`src/hdl/tkl_pkg.sv`:
```
// tkl_pkg: shared types, constants and helpers for the top-k insertion list
// used by the interfaces, the list cells, the read-out sequencer and the top level
`default_nettype none

package tkl_pkg;

  // list depth and derived widths
  localparam int MAX_K   = 16;
  localparam int IDX_W   = (MAX_K > 1) ? $clog2(MAX_K) : 1;
  localparam int KW      = $clog2(MAX_K + 1);

  // payload widths
  localparam int ACT_W   = 2;
  localparam int ID_W    = 20;
  localparam int SCORE_W = 32;
  localparam int RANK_W  = 4;
  localparam int KREG_W  = 5;

  // configuration port
  localparam int APB_AW  = 3;
  localparam int APB_DW  = 32;
  localparam int K_RESET = (MAX_K < 16) ? MAX_K : 16;

  // action codes
  typedef enum logic [ACT_W-1:0] {
    ACT_ADD   = 2'd0,
    ACT_CLEAR = 2'd1,
    ACT_READ  = 2'd2
  } action_t;

  // register indexes
  typedef enum logic [0:0] {
    REG_K_IN_USE = 1'b0
  } reg_idx_t;

  // contents of one list cell
  typedef struct packed {
    logic                      valid;
    logic [ID_W-1:0]           id;
    logic signed [SCORE_W-1:0] score;
  } cell_data_t;

  // candidate and command broadcast to every cell
  typedef struct packed {
    logic                      add;
    logic                      clr;
    logic [ID_W-1:0]           id;
    logic signed [SCORE_W-1:0] score;
  } bcast_t;

  // per-cell control from the top level
  typedef struct packed {
    logic en;   // cell lies below k_in_use
    logic cut;  // cell is dropped by a lowering config write
  } cell_ctl_t;

  // map a written register value onto 1..MAX_K
  function automatic logic [KW-1:0] k_clamp(input logic [KREG_W-1:0] v);
    logic [KW-1:0] k;
    if (v == '0) begin
      k = KW'(1);
    end else if (int'(v) > MAX_K) begin
      k = KW'(MAX_K);
    end else begin
      k = KW'(v);
    end
    return k;
  endfunction

endpackage

`default_nettype wire

```
`src/hdl/tkl_in_if.sv`:
```
// tkl_in_if: command channel into the top-k list (valid/ready plus payload)
// depends on tkl_pkg for field widths
`default_nettype none

interface tkl_in_if;
  logic                               valid;
  logic                               ready;
  logic [tkl_pkg::ACT_W-1:0]          action;
  logic [tkl_pkg::ID_W-1:0]           entry_id;
  logic signed [tkl_pkg::SCORE_W-1:0] score;

  modport source (output valid, action, entry_id, score, input ready);
  modport sink   (input valid, action, entry_id, score, output ready);
endinterface

`default_nettype wire

```
`src/hdl/tkl_out_if.sv`:
```
// tkl_out_if: result channel out of the top-k list (valid/ready plus payload)
// depends on tkl_pkg for field widths
`default_nettype none

interface tkl_out_if;
  logic                               valid;
  logic                               ready;
  logic [tkl_pkg::RANK_W-1:0]         rank;
  logic                               slot_valid;
  logic [tkl_pkg::ID_W-1:0]           out_id;
  logic signed [tkl_pkg::SCORE_W-1:0] out_score;
  logic                               last;

  modport source (output valid, rank, slot_valid, out_id, out_score, last, input ready);
  modport sink   (input valid, rank, slot_valid, out_id, out_score, last, output ready);
endinterface

`default_nettype wire

```
`src/hdl/tkl_cell.sv`:
```
// tkl_cell: one rank of the sorted list, compares against the candidate and
// either holds, takes the candidate, takes its upper neighbor or is emptied; uses tkl_pkg
`default_nettype none

module tkl_cell (
  input  wire logic                clk,
  input  wire logic                rst_n,
  input  wire tkl_pkg::bcast_t     bc,
  input  wire tkl_pkg::cell_ctl_t  ctl,
  input  wire logic                prev_keep,
  input  wire tkl_pkg::cell_data_t prev_data,
  output tkl_pkg::cell_data_t      data,
  output logic                     keep
);

  tkl_pkg::cell_data_t data_r;
  tkl_pkg::cell_data_t data_nxt;

  // entry stays in place when it scores at least the candidate
  assign keep = data_r.valid && (data_r.score >= bc.score);
  assign data = data_r;

  // insertion decision
  always_comb begin
    data_nxt = data_r;
    if (bc.clr || ctl.cut) begin
      data_nxt.valid = 1'b0;
    end else if (bc.add && ctl.en && !keep) begin
      if (prev_keep) begin
        data_nxt.valid = 1'b1;
        data_nxt.id    = bc.id;
        data_nxt.score = bc.score;
      end else begin
        data_nxt = prev_data;
      end
    end
  end

  // payload, and the valid flag which alone is reset
  always_ff @(posedge clk) begin
    data_r.id    <= data_nxt.id;
    data_r.score <= data_nxt.score;
    if (!rst_n) begin
      data_r.valid <= 1'b0;
    end else begin
      data_r.valid <= data_nxt.valid;
    end
  end

endmodule

`default_nettype wire

```
`src/hdl/tkl_readout.sv`:
```
// tkl_readout: walks ranks 0..k_in_use-1 and drives the result register
// depends on tkl_pkg and tkl_out_if
`default_nettype none

module tkl_readout (
  input  wire logic                    clk,
  input  wire logic                    rst_n,
  input  wire logic                    start,
  input  wire logic [tkl_pkg::KW-1:0]  k_in_use,
  input  wire tkl_pkg::cell_data_t     cells [tkl_pkg::MAX_K],
  output logic                         busy,
  tkl_out_if.source                    out_ch
);

  logic                               busy_r;
  logic [tkl_pkg::IDX_W-1:0]          idx_r;
  logic                               ov_r;
  logic [tkl_pkg::RANK_W-1:0]         rank_r;
  logic                               sv_r;
  logic [tkl_pkg::ID_W-1:0]           id_r;
  logic signed [tkl_pkg::SCORE_W-1:0] score_r;
  logic                               last_r;

  logic                               load;
  logic                               at_last;
  tkl_pkg::cell_data_t                sel;

  assign load    = busy_r && (!ov_r || out_ch.ready);
  assign at_last = (tkl_pkg::KW'(idx_r) + tkl_pkg::KW'(1)) == k_in_use;
  assign sel     = cells[idx_r];

  // sequencer control
  always_ff @(posedge clk) begin
    if (!rst_n) begin
      busy_r <= 1'b0;
      idx_r  <= '0;
      ov_r   <= 1'b0;
    end else begin
      if (start) begin
        busy_r <= 1'b1;
        idx_r  <= '0;
      end else if (load) begin
        if (at_last) begin
          busy_r <= 1'b0;
        end
        idx_r <= idx_r + tkl_pkg::IDX_W'(1);
      end
      if (load) begin
        ov_r <= 1'b1;
      end else if (out_ch.ready) begin
        ov_r <= 1'b0;
      end
    end
  end

  // result register, empty ranks read as zero
  always_ff @(posedge clk) begin
    if (load) begin
      rank_r  <= tkl_pkg::RANK_W'(idx_r);
      sv_r    <= sel.valid;
      id_r    <= sel.valid ? sel.id : '0;
      score_r <= sel.valid ? sel.score : '0;
      last_r  <= at_last;
    end
  end

  assign busy              = busy_r;
  assign out_ch.valid      = ov_r;
  assign out_ch.rank       = rank_r;
  assign out_ch.slot_valid = sv_r;
  assign out_ch.out_id     = id_r;
  assign out_ch.out_score  = score_r;
  assign out_ch.last       = last_r;

endmodule

`default_nettype wire

```
`src/hdl/top_k_insertion_list.sv`:
```
// top_k_insertion_list: running list of the k best (id, score) pairs, best first
// depends on tkl_pkg, tkl_in_if, tkl_out_if, tkl_cell and tkl_readout
//
// Usage:
//   in_ch carries one command beat: add (entry_id, score), clear, or read out.
//   Scores are signed Q2.30 and compared as signed integers; ties keep arrival
//   order. Add and clear give no result, so adds can stream at one beat per cycle
//   through the row of compare-and-shift cells while no read out holds the input.
//   A read out gives k_in_use result beats on out_ch, rank 0 first, the last one
//   flagged; the read sequencer starts, loads the first beat into the result
//   register, then loads one beat per cycle while out_ch.ready is high.
//   in_ch.ready stays low from the read command until the final beat is loaded
//   into the output register, so a read holds the input through any receiver stall.
//   A stalled receiver holds the result register; the read sequencer waits.
//   k_in_use is written over the APB-style cfg port at byte address 0; values
//   of 0 act as 1 and values above MAX_K as MAX_K; lowering it drops the
//   entries at or beyond the new value. Write it only while the block is idle.
//   Reset (rst_n low, synchronous) empties the list and sets k_in_use to 16.
`default_nettype none

module top_k_insertion_list (
  input  wire logic                         clk,
  input  wire logic                         rst_n,
  tkl_in_if.sink                            in_ch,
  tkl_out_if.source                         out_ch,
  input  wire logic                         cfg_psel,
  input  wire logic                         cfg_penable,
  input  wire logic                         cfg_pwrite,
  input  wire logic [tkl_pkg::APB_AW-1:0]   cfg_paddr,
  input  wire logic [tkl_pkg::APB_DW-1:0]   cfg_pwdata,
  output logic      [tkl_pkg::APB_DW-1:0]   cfg_prdata,
  output logic                              cfg_pready
);

  logic [tkl_pkg::KW-1:0]    k_r;
  logic [tkl_pkg::KW-1:0]    k_new;
  logic                      cfg_wr;
  logic                      in_acc;
  logic                      rd_busy;
  tkl_pkg::bcast_t           bc;
  tkl_pkg::cell_ctl_t        ctl   [tkl_pkg::MAX_K];
  tkl_pkg::cell_data_t       cells [tkl_pkg::MAX_K];
  logic [tkl_pkg::MAX_K-1:0] keep;
  logic [tkl_pkg::MAX_K-1:0] vbits;
  logic [tkl_pkg::MAX_K-1:0] kmask;

  // config port
  assign cfg_pready = 1'b1;
  assign cfg_wr     = cfg_psel && cfg_penable && cfg_pwrite &&
                      (cfg_paddr[2] == tkl_pkg::REG_K_IN_USE);
  assign k_new      = tkl_pkg::k_clamp(cfg_pwdata[tkl_pkg::KREG_W-1:0]);
  assign cfg_prdata = (cfg_paddr[2] == tkl_pkg::REG_K_IN_USE) ?
                      tkl_pkg::APB_DW'(k_r) : '0;

  always_ff @(posedge clk) begin
    if (!rst_n) begin
      k_r <= tkl_pkg::KW'(tkl_pkg::K_RESET);
    end else if (cfg_wr) begin
      k_r <= k_new;
    end
  end

  // command decode and broadcast
  assign in_ch.ready = !rd_busy;
  assign in_acc      = in_ch.valid && in_ch.ready;
  assign bc.add      = in_acc && (in_ch.action == tkl_pkg::ACT_ADD);
  assign bc.clr      = in_acc && (in_ch.action == tkl_pkg::ACT_CLEAR);
  assign bc.id       = in_ch.entry_id;
  assign bc.score    = in_ch.score;

  // row of cells
  for (genvar i = 0; i < tkl_pkg::MAX_K; i++) begin : g_cell
    assign ctl[i].en  = tkl_pkg::KW'(i) < k_r;
    assign ctl[i].cut = cfg_wr && (tkl_pkg::KW'(i) >= k_new);
    assign vbits[i]   = cells[i].valid;
    assign kmask[i]   = ctl[i].en;
    if (i == 0) begin : g_head
      tkl_cell u_cell (
        .clk       (clk),
        .rst_n     (rst_n),
        .bc        (bc),
        .ctl       (ctl[i]),
        .prev_keep (1'b1),
        .prev_data (cells[i]),
        .data      (cells[i]),
        .keep      (keep[i])
      );
    end else begin : g_body
      tkl_cell u_cell (
        .clk       (clk),
        .rst_n     (rst_n),
        .bc        (bc),
        .ctl       (ctl[i]),
        .prev_keep (keep[i-1]),
        .prev_data (cells[i-1]),
        .data      (cells[i]),
        .keep      (keep[i])
      );
    end
  end

  // read-out sequencer and result register
  tkl_readout u_readout (
    .clk      (clk),
    .rst_n    (rst_n),
    .start    (in_acc && (in_ch.action == tkl_pkg::ACT_READ)),
    .k_in_use (k_r),
    .cells    (cells),
    .busy     (rd_busy),
    .out_ch   (out_ch)
  );

  // valid entries always fill ranks from the top with no gaps
  a_contiguous: assert property (@(posedge clk) disable iff (!rst_n)
    $onehot({1'b0, vbits} + (tkl_pkg::MAX_K + 1)'(1)))
    else $error("list holds a gap");

  // nothing valid at or beyond k_in_use
  a_within_k: assert property (@(posedge clk) disable iff (!rst_n)
    (vbits & ~kmask) == '0)
    else $error("entry beyond k_in_use");

  // a clear empties every cell
  a_clear: assert property (@(posedge clk) disable iff (!rst_n)
    bc.clr |=> (vbits == '0))
    else $error("clear left entries");

  // the input is freed only once the final beat sits in the result register
  a_last_frees: assert property (@(posedge clk) disable iff (!rst_n)
    $fell(rd_busy) |-> (out_ch.valid && out_ch.last))
    else $error("read-out freed the input without its last beat");

endmodule

`default_nettype wire

```
`src/flat_wrapper.sv`:
```
// flat-port wrapper written by rule: the top's interface ports become plain ports
module top_k_insertion_list_flat 
  (clk, rst_n, cfg_psel, cfg_penable, cfg_pwrite, cfg_paddr, cfg_pwdata, cfg_prdata, cfg_pready, in_ch_valid, in_ch_action, in_ch_entry_id, in_ch_score, in_ch_ready, out_ch_valid, out_ch_rank, out_ch_slot_valid, out_ch_out_id, out_ch_out_score, out_ch_last, out_ch_ready);
  tkl_in_if in_ch_i ();
  tkl_out_if out_ch_i ();
  input  wire logic clk;
  input  wire logic rst_n;
  input  wire logic cfg_psel;
  input  wire logic cfg_penable;
  input  wire logic cfg_pwrite;
  input  wire logic [tkl_pkg::APB_AW-1:0] cfg_paddr;
  input  wire logic [tkl_pkg::APB_DW-1:0] cfg_pwdata;
  output logic      [tkl_pkg::APB_DW-1:0] cfg_prdata;
  output logic cfg_pready;
  input wire logic [$bits(in_ch_i.valid)-1:0] in_ch_valid;
  input wire logic [$bits(in_ch_i.action)-1:0] in_ch_action;
  input wire logic [$bits(in_ch_i.entry_id)-1:0] in_ch_entry_id;
  input wire logic [$bits(in_ch_i.score)-1:0] in_ch_score;
  output wire logic [$bits(in_ch_i.ready)-1:0] in_ch_ready;
  output wire logic [$bits(out_ch_i.valid)-1:0] out_ch_valid;
  output wire logic [$bits(out_ch_i.rank)-1:0] out_ch_rank;
  output wire logic [$bits(out_ch_i.slot_valid)-1:0] out_ch_slot_valid;
  output wire logic [$bits(out_ch_i.out_id)-1:0] out_ch_out_id;
  output wire logic [$bits(out_ch_i.out_score)-1:0] out_ch_out_score;
  output wire logic [$bits(out_ch_i.last)-1:0] out_ch_last;
  input wire logic [$bits(out_ch_i.ready)-1:0] out_ch_ready;
  assign in_ch_i.valid = in_ch_valid;
  assign in_ch_i.action = in_ch_action;
  assign in_ch_i.entry_id = in_ch_entry_id;
  assign in_ch_i.score = in_ch_score;
  assign in_ch_ready = in_ch_i.ready;
  assign out_ch_valid = out_ch_i.valid;
  assign out_ch_rank = out_ch_i.rank;
  assign out_ch_slot_valid = out_ch_i.slot_valid;
  assign out_ch_out_id = out_ch_i.out_id;
  assign out_ch_out_score = out_ch_i.out_score;
  assign out_ch_last = out_ch_i.last;
  assign out_ch_i.ready = out_ch_ready;
  top_k_insertion_list u_core (.clk(clk), .rst_n(rst_n), .in_ch(in_ch_i), .out_ch(out_ch_i), .cfg_psel(cfg_psel), .cfg_penable(cfg_penable), .cfg_pwrite(cfg_pwrite), .cfg_paddr(cfg_paddr), .cfg_pwdata(cfg_pwdata), .cfg_prdata(cfg_prdata), .cfg_pready(cfg_pready));
endmodule
```
`config.mk`:
```
export PLATFORM = sky130hd
export DESIGN_NAME = top_k_insertion_list_flat
export DESIGN_NICKNAME = d
export VERILOG_FILES = /design/src/hdl/tkl_pkg.sv /design/src/hdl/tkl_in_if.sv /design/src/hdl/tkl_out_if.sv /design/src/hdl/tkl_cell.sv /design/src/hdl/tkl_readout.sv /design/src/hdl/top_k_insertion_list.sv /design/src/flat_wrapper.sv
export SDC_FILE = /design/constraint.sdc
export NUM_CORES = 2
export LEC_CHECK = 0
export BUFFER_PORTS_ARGS = -buffer_cell sky130_fd_sc_hd__buf_2
export CORE_MARGIN = 10
export CORE_UTILIZATION = 50
export CTS_CLUSTER_DIAMETER = 60
export DETAILED_ROUTE_END_ITERATION = 12
export PLACE_DENSITY = 0.62
export SYNTH_ARGS = -nofsm -noshare
export SYNTH_HDL_FRONTEND = slang
export SYNTH_SLANG_ARGS = --single-unit
export TNS_END_PERCENT = 100
```
`constraint.sdc`:
```
create_clock -name clk -period 28 [get_ports clk]
set_clock_uncertainty 0.05 [all_clocks]
set_input_delay 5.6 -clock clk [delete_from_list [all_inputs] [get_ports clk]]
set_output_delay 5.6 -clock clk [all_outputs]
set_load 0.01 [all_outputs]
```
Word level (Yosys, flattened, before mapping)
Index checks and enable logic that the tools add are counted.
Widths: inputs -> output; s select.
{"block": "totals", "wordCells": 303, "regBits": 917, "out_inout_bits": 93, "latchBits": 0, "romBits": 0, "mem_count": 0, "mem_bits_rw": 0, "inputBits": 96}
{"block": "op_classes", "n_mul": 0, "n_mux": 26, "magnitude_cmp": 50, "eq_ne": 3, "n_bitwise": 19, "n_reduce_logical": 146, "n_shift": 0, "div_mod_pow": 0, "addsub": 2}
{"operator": "$mux 53", "n": 17}
{"operator": "$ge 32x32->1", "n": 16}
{"operator": "$bmux 53 s4", "n": 1}
{"operator": "$logic_and 1x1->1", "n": 72}
{"operator": "$ge 4x5->1 const A", "n": 8}
{"operator": "$lt 4x5->1 const A", "n": 8}
{"operator": "$reduce_and 2->1", "n": 17}
{"operator": "$reduce_or 2->1", "n": 17}
{"operator": "$ge 3x5->1 const A", "n": 4}
{"operator": "$lt 3x5->1 const A", "n": 4}
{"operator": "$logic_not 1->1", "n": 18}
{"operator": "$not 1->1", "n": 18}
{"operator": "$logic_or 1x1->1", "n": 17}
{"operator": "$mux 5", "n": 3}
{"operator": "$ge 1x5->1 const A", "n": 2}
{"operator": "$ge 2x5->1 const A", "n": 2}
{"operator": "$lt 1x5->1 const A", "n": 2}
{"operator": "$lt 2x5->1 const A", "n": 2}
{"operator": "$reduce_bool 2->1", "n": 3}
{"operator": "$add 4x1->5 const B", "n": 1}
{"operator": "$eq 5x5->1", "n": 1}
{"operator": "$ge 5x5->1 const B", "n": 1}
{"operator": "$gt 5x5->1 const B", "n": 1}
{"operator": "$logic_not 5->1", "n": 1}
{"operator": "other kinds (6)", "n": 10}

Depth between registers and ports, before layout
{"block": "logic_depth", "depth_word": 8, "depth_mapped": 15, "depth_no_buf": 9}

Cells and area by module
A second synthesis with hierarchy kept.
{"block": "hier_totals", "hier_cells": 4409, "hier_area_um2": 58119.5}
{"module": "tkl_cell", "instances": 16, "area_per_inst_um2": 3060.4, "seq_area_each_um2": 1581.5, "cells_each": 234}
{"module": "tkl_readout", "instances": 1, "area_per_inst_um2": 8315.5, "seq_area_each_um2": 1861.8, "cells_each": 548}
{"module": "top_k_insertion_list", "instances": 1, "area_per_inst_um2": 837.1, "seq_area_each_um2": 100.1, "cells_each": 117}

Least setup slack after synthesis
Ideal clock, no wire load.
{"block": "synth_path", "path_kind": "input port to flip-flop", "start": "in in_ch_score[31]", "end": "reg u_core.g_cell[8].g_body.u_cell.data_r, in the netlist u_core.g_cell[8].g_body.u_cell.data[0], enable pin", "stages": 13, "required_ns": 27.359, "slack_ns": 14.276, "arrival_time_ns": 13.083, "path_buffers": 4, "setup_time_ns": 0.591, "path_cell_list": "clkbuf_1 > clkbuf_1 > inv_1 > ha_1 > nand4_1 > nor4_1 > nand2_1 > o2111ai_1 > mux2i_1 > a41o_1 > buf_2 > buf_2 > nor4_1"}
{"block": "synth_via", "elab_chain_cells": 5}
{"element": "start, declared", "line_no": "flat_wrapper.sv:18", "text": "input wire logic [$bits(in_ch_i.score)-1:0] in_ch_score;"}
{"element": "$ge 32x32->1", "line_no": "tkl_cell.sv:20", "text": "assign keep = data_r.valid && (data_r.score >= bc.score);"}
{"element": "$logic_and 1x1->1", "line_no": "tkl_cell.sv:20"}
{"element": "$logic_not 1->1", "line_no": "tkl_cell.sv:28", "text": "end else if (bc.add && ctl.en && !keep) begin"}
{"element": "$logic_and 1x1->1", "line_no": "tkl_cell.sv:28"}
{"element": "$reduce_and 2->1 (no line)"}
{"element": "end, declared", "line_no": "tkl_cell.sv:16", "text": "tkl_pkg::cell_data_t data_r;"}
Every way passes these cells.
A chain may end at the register's enable or synchronous reset.

Worst setup path in the final report
{"block": "layout_path", "start": "in cfg_paddr[2] (netlist name)", "end": "out cfg_prdata[3] (netlist name)"}
{"block": "layout_via", "elab_chain_cells": 1}
{"element": "start, declared", "line_no": "flat_wrapper.sv:11", "text": "input wire logic [tkl_pkg::APB_AW-1:0] cfg_paddr;"}
{"element": "$mux 5", "line_no": "top_k_insertion_list.sv:52", "text": "assign cfg_prdata = (cfg_paddr[2] == tkl_pkg::REG_K_IN_USE) ?"}
{"element": "end, declared", "line_no": "flat_wrapper.sv:13", "text": "output logic [tkl_pkg::APB_DW-1:0] cfg_prdata;"}
Every way passes these cells.

==> flow_summary_export.csv <==
group,metric,value,unit
status,status,"finished, final reports clean",
timing,finalCriticalPeriod,11630,ps
timing,rsz0062_at_grt,"no",
worst_setup_path,crit_fanout,6,
pwr,pwr-share-comb,11.2,%
logic_synthesis,synthesis.area,0.0581,mm²
cts,htreeDepth,3,
logic_synthesis,ys_seq_elements,917,
cells_and_area,multi_input_area,0.0293,mm²
detailed_routing,via_count,40400,
worst_setup_path,cp-end-kind,"output pin",
timing,min_period_over_period,41.5,%
min_path,hold_class,"reg -> reg",
logic_synthesis,async_reset_ff_share,0,%
worst_setup_path,regToRegSetupSlack,22020,ps
detailed_routing,routedWlPerCell,32.9,µm
cells_and_area,nets,4862,
grt,grt_pass1_wl,279,mm
cts,cts_sinks,917,
placement,gp_congestion,0.906,
cts,cts_tree,"yes",
timing,slew_violations,0,
worst_setup_path,cp-start-kind,"input pin",
placement,numPortBuffers,131,
cells_and_area,final_cell_mix,"edfxtp_1 (890), mux2_2 (628), ha_1 (511)",
worst_setup_path,cp.arrival,5980,ps
cts,cts_buffer_depth,3,
timing,fin_setup_tns,0,ps
cells_and_area,synthToLayoutAreaGrowth,9.62,%
detailed_routing,drt_iter0_markers,5081,
cells_and_area,fillCellCount,9559,
floorplanning,rows,125,
cts,postCtsResizedCells,0,
cells_and_area,seq_area,0.0273,mm²
placement,dp_hpwl,124,mm
detailed_routing,drcViolationCount,0,
worst_setup_path,regToRegEndpoint,"u_core.g_cell[2].g_body.u_cell.data[21]",
timing,hold_slack,461,ps
pwr,p_clk_share,43.2,%
floorplanning,die_x,361,µm
grt,track_usage,28.8,%
min_path,hold_start,"u_core.u_readout.out_ch.valid",
grt,grt_max_degree,111,
floorplanning,dieArea,0.130,mm²
floorplanning,coreArea,0.116,mm²
pwr,p_int,2.58,mW
worst_setup_path,required,22350,ps
cells_and_area,fin_util,55.0,%
placement,dpl_worst_slack,16370,ps
cts,clock_latency,720,ps
pwr,power_frac_seq,45.6,%
min_path,worstHoldEndpoint,"u_core.u_readout.out_ch.valid",
cts,cts_buffers,115,
timing,setup_ws,16370,ps
cts,hold_buffers,0,
timing,tightest_slew,1300,ps
cells_and_area,final_area,0.0637,mm²
worst_setup_path,cp-startpoint,"cfg_paddr[2]",
logic_synthesis,postSynthCellCount,4246,
run,maxCapViolCount,0,
cts,clk_pin_slew,60,ps
cts,cts_setup_buffers,0,
worst_setup_path,reg2reg_from,"u_core.g_cell[2].g_body.u_cell.data[31]",
worst_setup_path,crit_type,"in -> out",
detailed_routing,drt_wl_total,193,mm
cells_and_area,drive_gt1_share,31.2,%
timing,setup_violations,0,
min_path,hold_depth,2,
timing,maxSlewHeadroom,11.3,%
timing,finalHoldViolCount,0,
pwr,max-vdd-ir-drop,0.0448,mV
detailed_routing,antenna_left,0,
pwr,pwr_density_cell,54.4,mW/mm²
timing,max_freq,86.0,MHz
pwr,switchingPower,0.890,mW
floorplanning,io-pin-count,189,
floorplanning,fp.dieH,361,µm
grt,grt_pass1_vias,38900,
cts,cts-root-buf,"clkbuf_16",
cells_and_area,final_common_cell,"edfxtp_1",
placement,dp_cells,5660,
grt,grt-ovfl-total,0,
pwr,power_leakage,22.8,nW
logic_synthesis,ys_warn_count,0,
detailed_routing,vias_per_cell,6.89,
logic_synthesis,synth_cell_types,74,
worst_setup_path,ff2ff_path_depth,10,
placement,place_area,0.0600,mm²
logic_synthesis,syn_area_per_cell,13.7,µm²
pwr,p_sw_share,25.6,%
floorplanning,start_util,50.2,%
detailed_routing,dr.pass1.iters,8,
logic_synthesis,ys_seq_area_share,46.9,%
logic_synthesis,synth_edf_count,890,
pwr,total_power,3.47,mW
grt,antenna_found_initial,13,
cells_and_area,layoutNonFillerInstCount,5868,
logic_synthesis,synthFlopType,"edfxtp_1",
## worst max-delay path, cell delays in order
cell and delay [ps]:
buf_2 130, nor2b_1 110, buf_2 140
## state kept, by name, indices dropped and copies added (netlist names)
name	flops
u_core.g_cell.g_body.u_cell.data	795
u_core.g_cell.g_head.u_cell.data	53
u_core.u_readout.out_ch.out_score	32
u_core.u_readout.out_ch.out_id	20
u_core.k_r	5
u_core.u_readout.idx_r	4
u_core.u_readout.out_ch.rank	4
u_core.u_readout.busy	1
u_core.u_readout.out_ch.last	1
u_core.u_readout.out_ch.slot_valid	1
u_core.u_readout.out_ch.valid	1
## synth_stat cells, drive strengths merged, types with 3 or more instances
| cell type | n | area share (%) |
|---|---|---|
| edfxtp | 890 | 46 |
| mux2 | 678 | 13 |
| ha | 513 | 11 |
| mux4 | 264 | 10 |
| nand2 | 239 | 1.5 |
| a21oi | 224 | 1.9 |
| clkbuf | 177 | 1.1 |
| buf | 162 | 1.7 |
| nand3 | 129 | 1.1 |
| a221o | 106 | 1.8 |
| o22ai | 105 | 1.1 |
| o21ai | 100 | 0.91 |
| nand4 | 98 | 1.1 |
| inv | 74 | 0.48 |
| nor2b | 72 | 0.78 |
| a21o | 57 | 0.74 |
| nor2 | 49 | 0.32 |
| dfxtp | 27 | 0.93 |
| nor4 | 27 | 0.31 |
| nor3 | 25 | 0.22 |
| a211oi | 17 | 0.22 |
| nand2b | 17 | 0.18 |
| o211ai | 17 | 0.22 |
| o21a | 15 | 0.19 |
| a221oi | 14 | 0.21 |
| and4 | 14 | 0.21 |
| mux2i | 12 | 0.21 |
| a2111oi | 10 | 0.15 |
| and3 | 10 | 0.11 |
| o21bai | 10 | 0.13 |
| nor3b | 8 | 0.10 |
| a31oi | 7 | 0.097 |
| xnor2 | 7 | 0.11 |
| o211a | 6 | 0.10 |
| or3 | 6 | 0.065 |
| a21boi | 4 | 0.052 |
| a41o | 4 | 0.069 |
| o2bb2ai | 4 | 0.060 |
| o31ai | 4 | 0.052 |
| xor2 | 4 | 0.060 |
| a211o | 3 | 0.045 |
| a22o | 3 | 0.045 |
| nand3b | 3 | 0.039 |
| o31a | 3 | 0.045 |
## cells by family (layout without fill, tap and decap cells)
group	after synthesis	count (layout)	share of synthesized area, %
simple gates	710	710	6.23
flops	917	917	46.9
other cells	2	30	0.0129
compound gates	726	726	8.44
fa+ha+maj	513	513	11.0
mux	954	954	23.9
xor+xnor	11	11	0.166
buf+inv	413	483	3.31
## area by class of cell
| type | instances | share of cell area, % |
|---|---|---|
| multi-input cells | 2942 | 46.0 |
| repair buffers | 203 | 1.90 |
| flip-flops and latches | 917 | 42.8 |
| inverters | 74 | 0.440 |
| diodes | 2 | 0.00786 |
| clock buffers | 140 | 4.73 |
| well taps | 1524 | 2.99 |
| clock inverters | 66 | 1.10 |
## worst max path at each step
stage               cells after the start                                      to
finish                                  3                           cfg_prdata[3]
detailed placement                      3                           cfg_prdata[2]
global placement                        3                           cfg_prdata[0]
global route                            3                           cfg_prdata[2]
floorplan                              13  u_core.g_cell[8].g_body.u_cell.data[0]
CTS                                     3                           cfg_prdata[2]
## power by group through the flow
stage                     Combinational [mW]  Clock [mW]  Sequential (mW)
after detailed placement               0.381           0             1.61
final                                  0.387        1.50             1.58
after global routing                   0.418        1.57             1.59
after floorplan                        0.258           0             1.60
after CTS                              0.383        1.51             1.58
after global placement                 0.372           0             1.61
## layer usage
layer | vias to the layer above | GRT usage, % | wire length, µm
met2 | 2202 | 44.2 | 87300
li1 | 17100 | - | -
met3 | 379 | 6.68 | 19800
met4 | 20 | 9.69 | 6510
met5 | - | 0 | 130
met1 | 20700 | 40.1 | 79600
(Power assumes the default switching activity.)
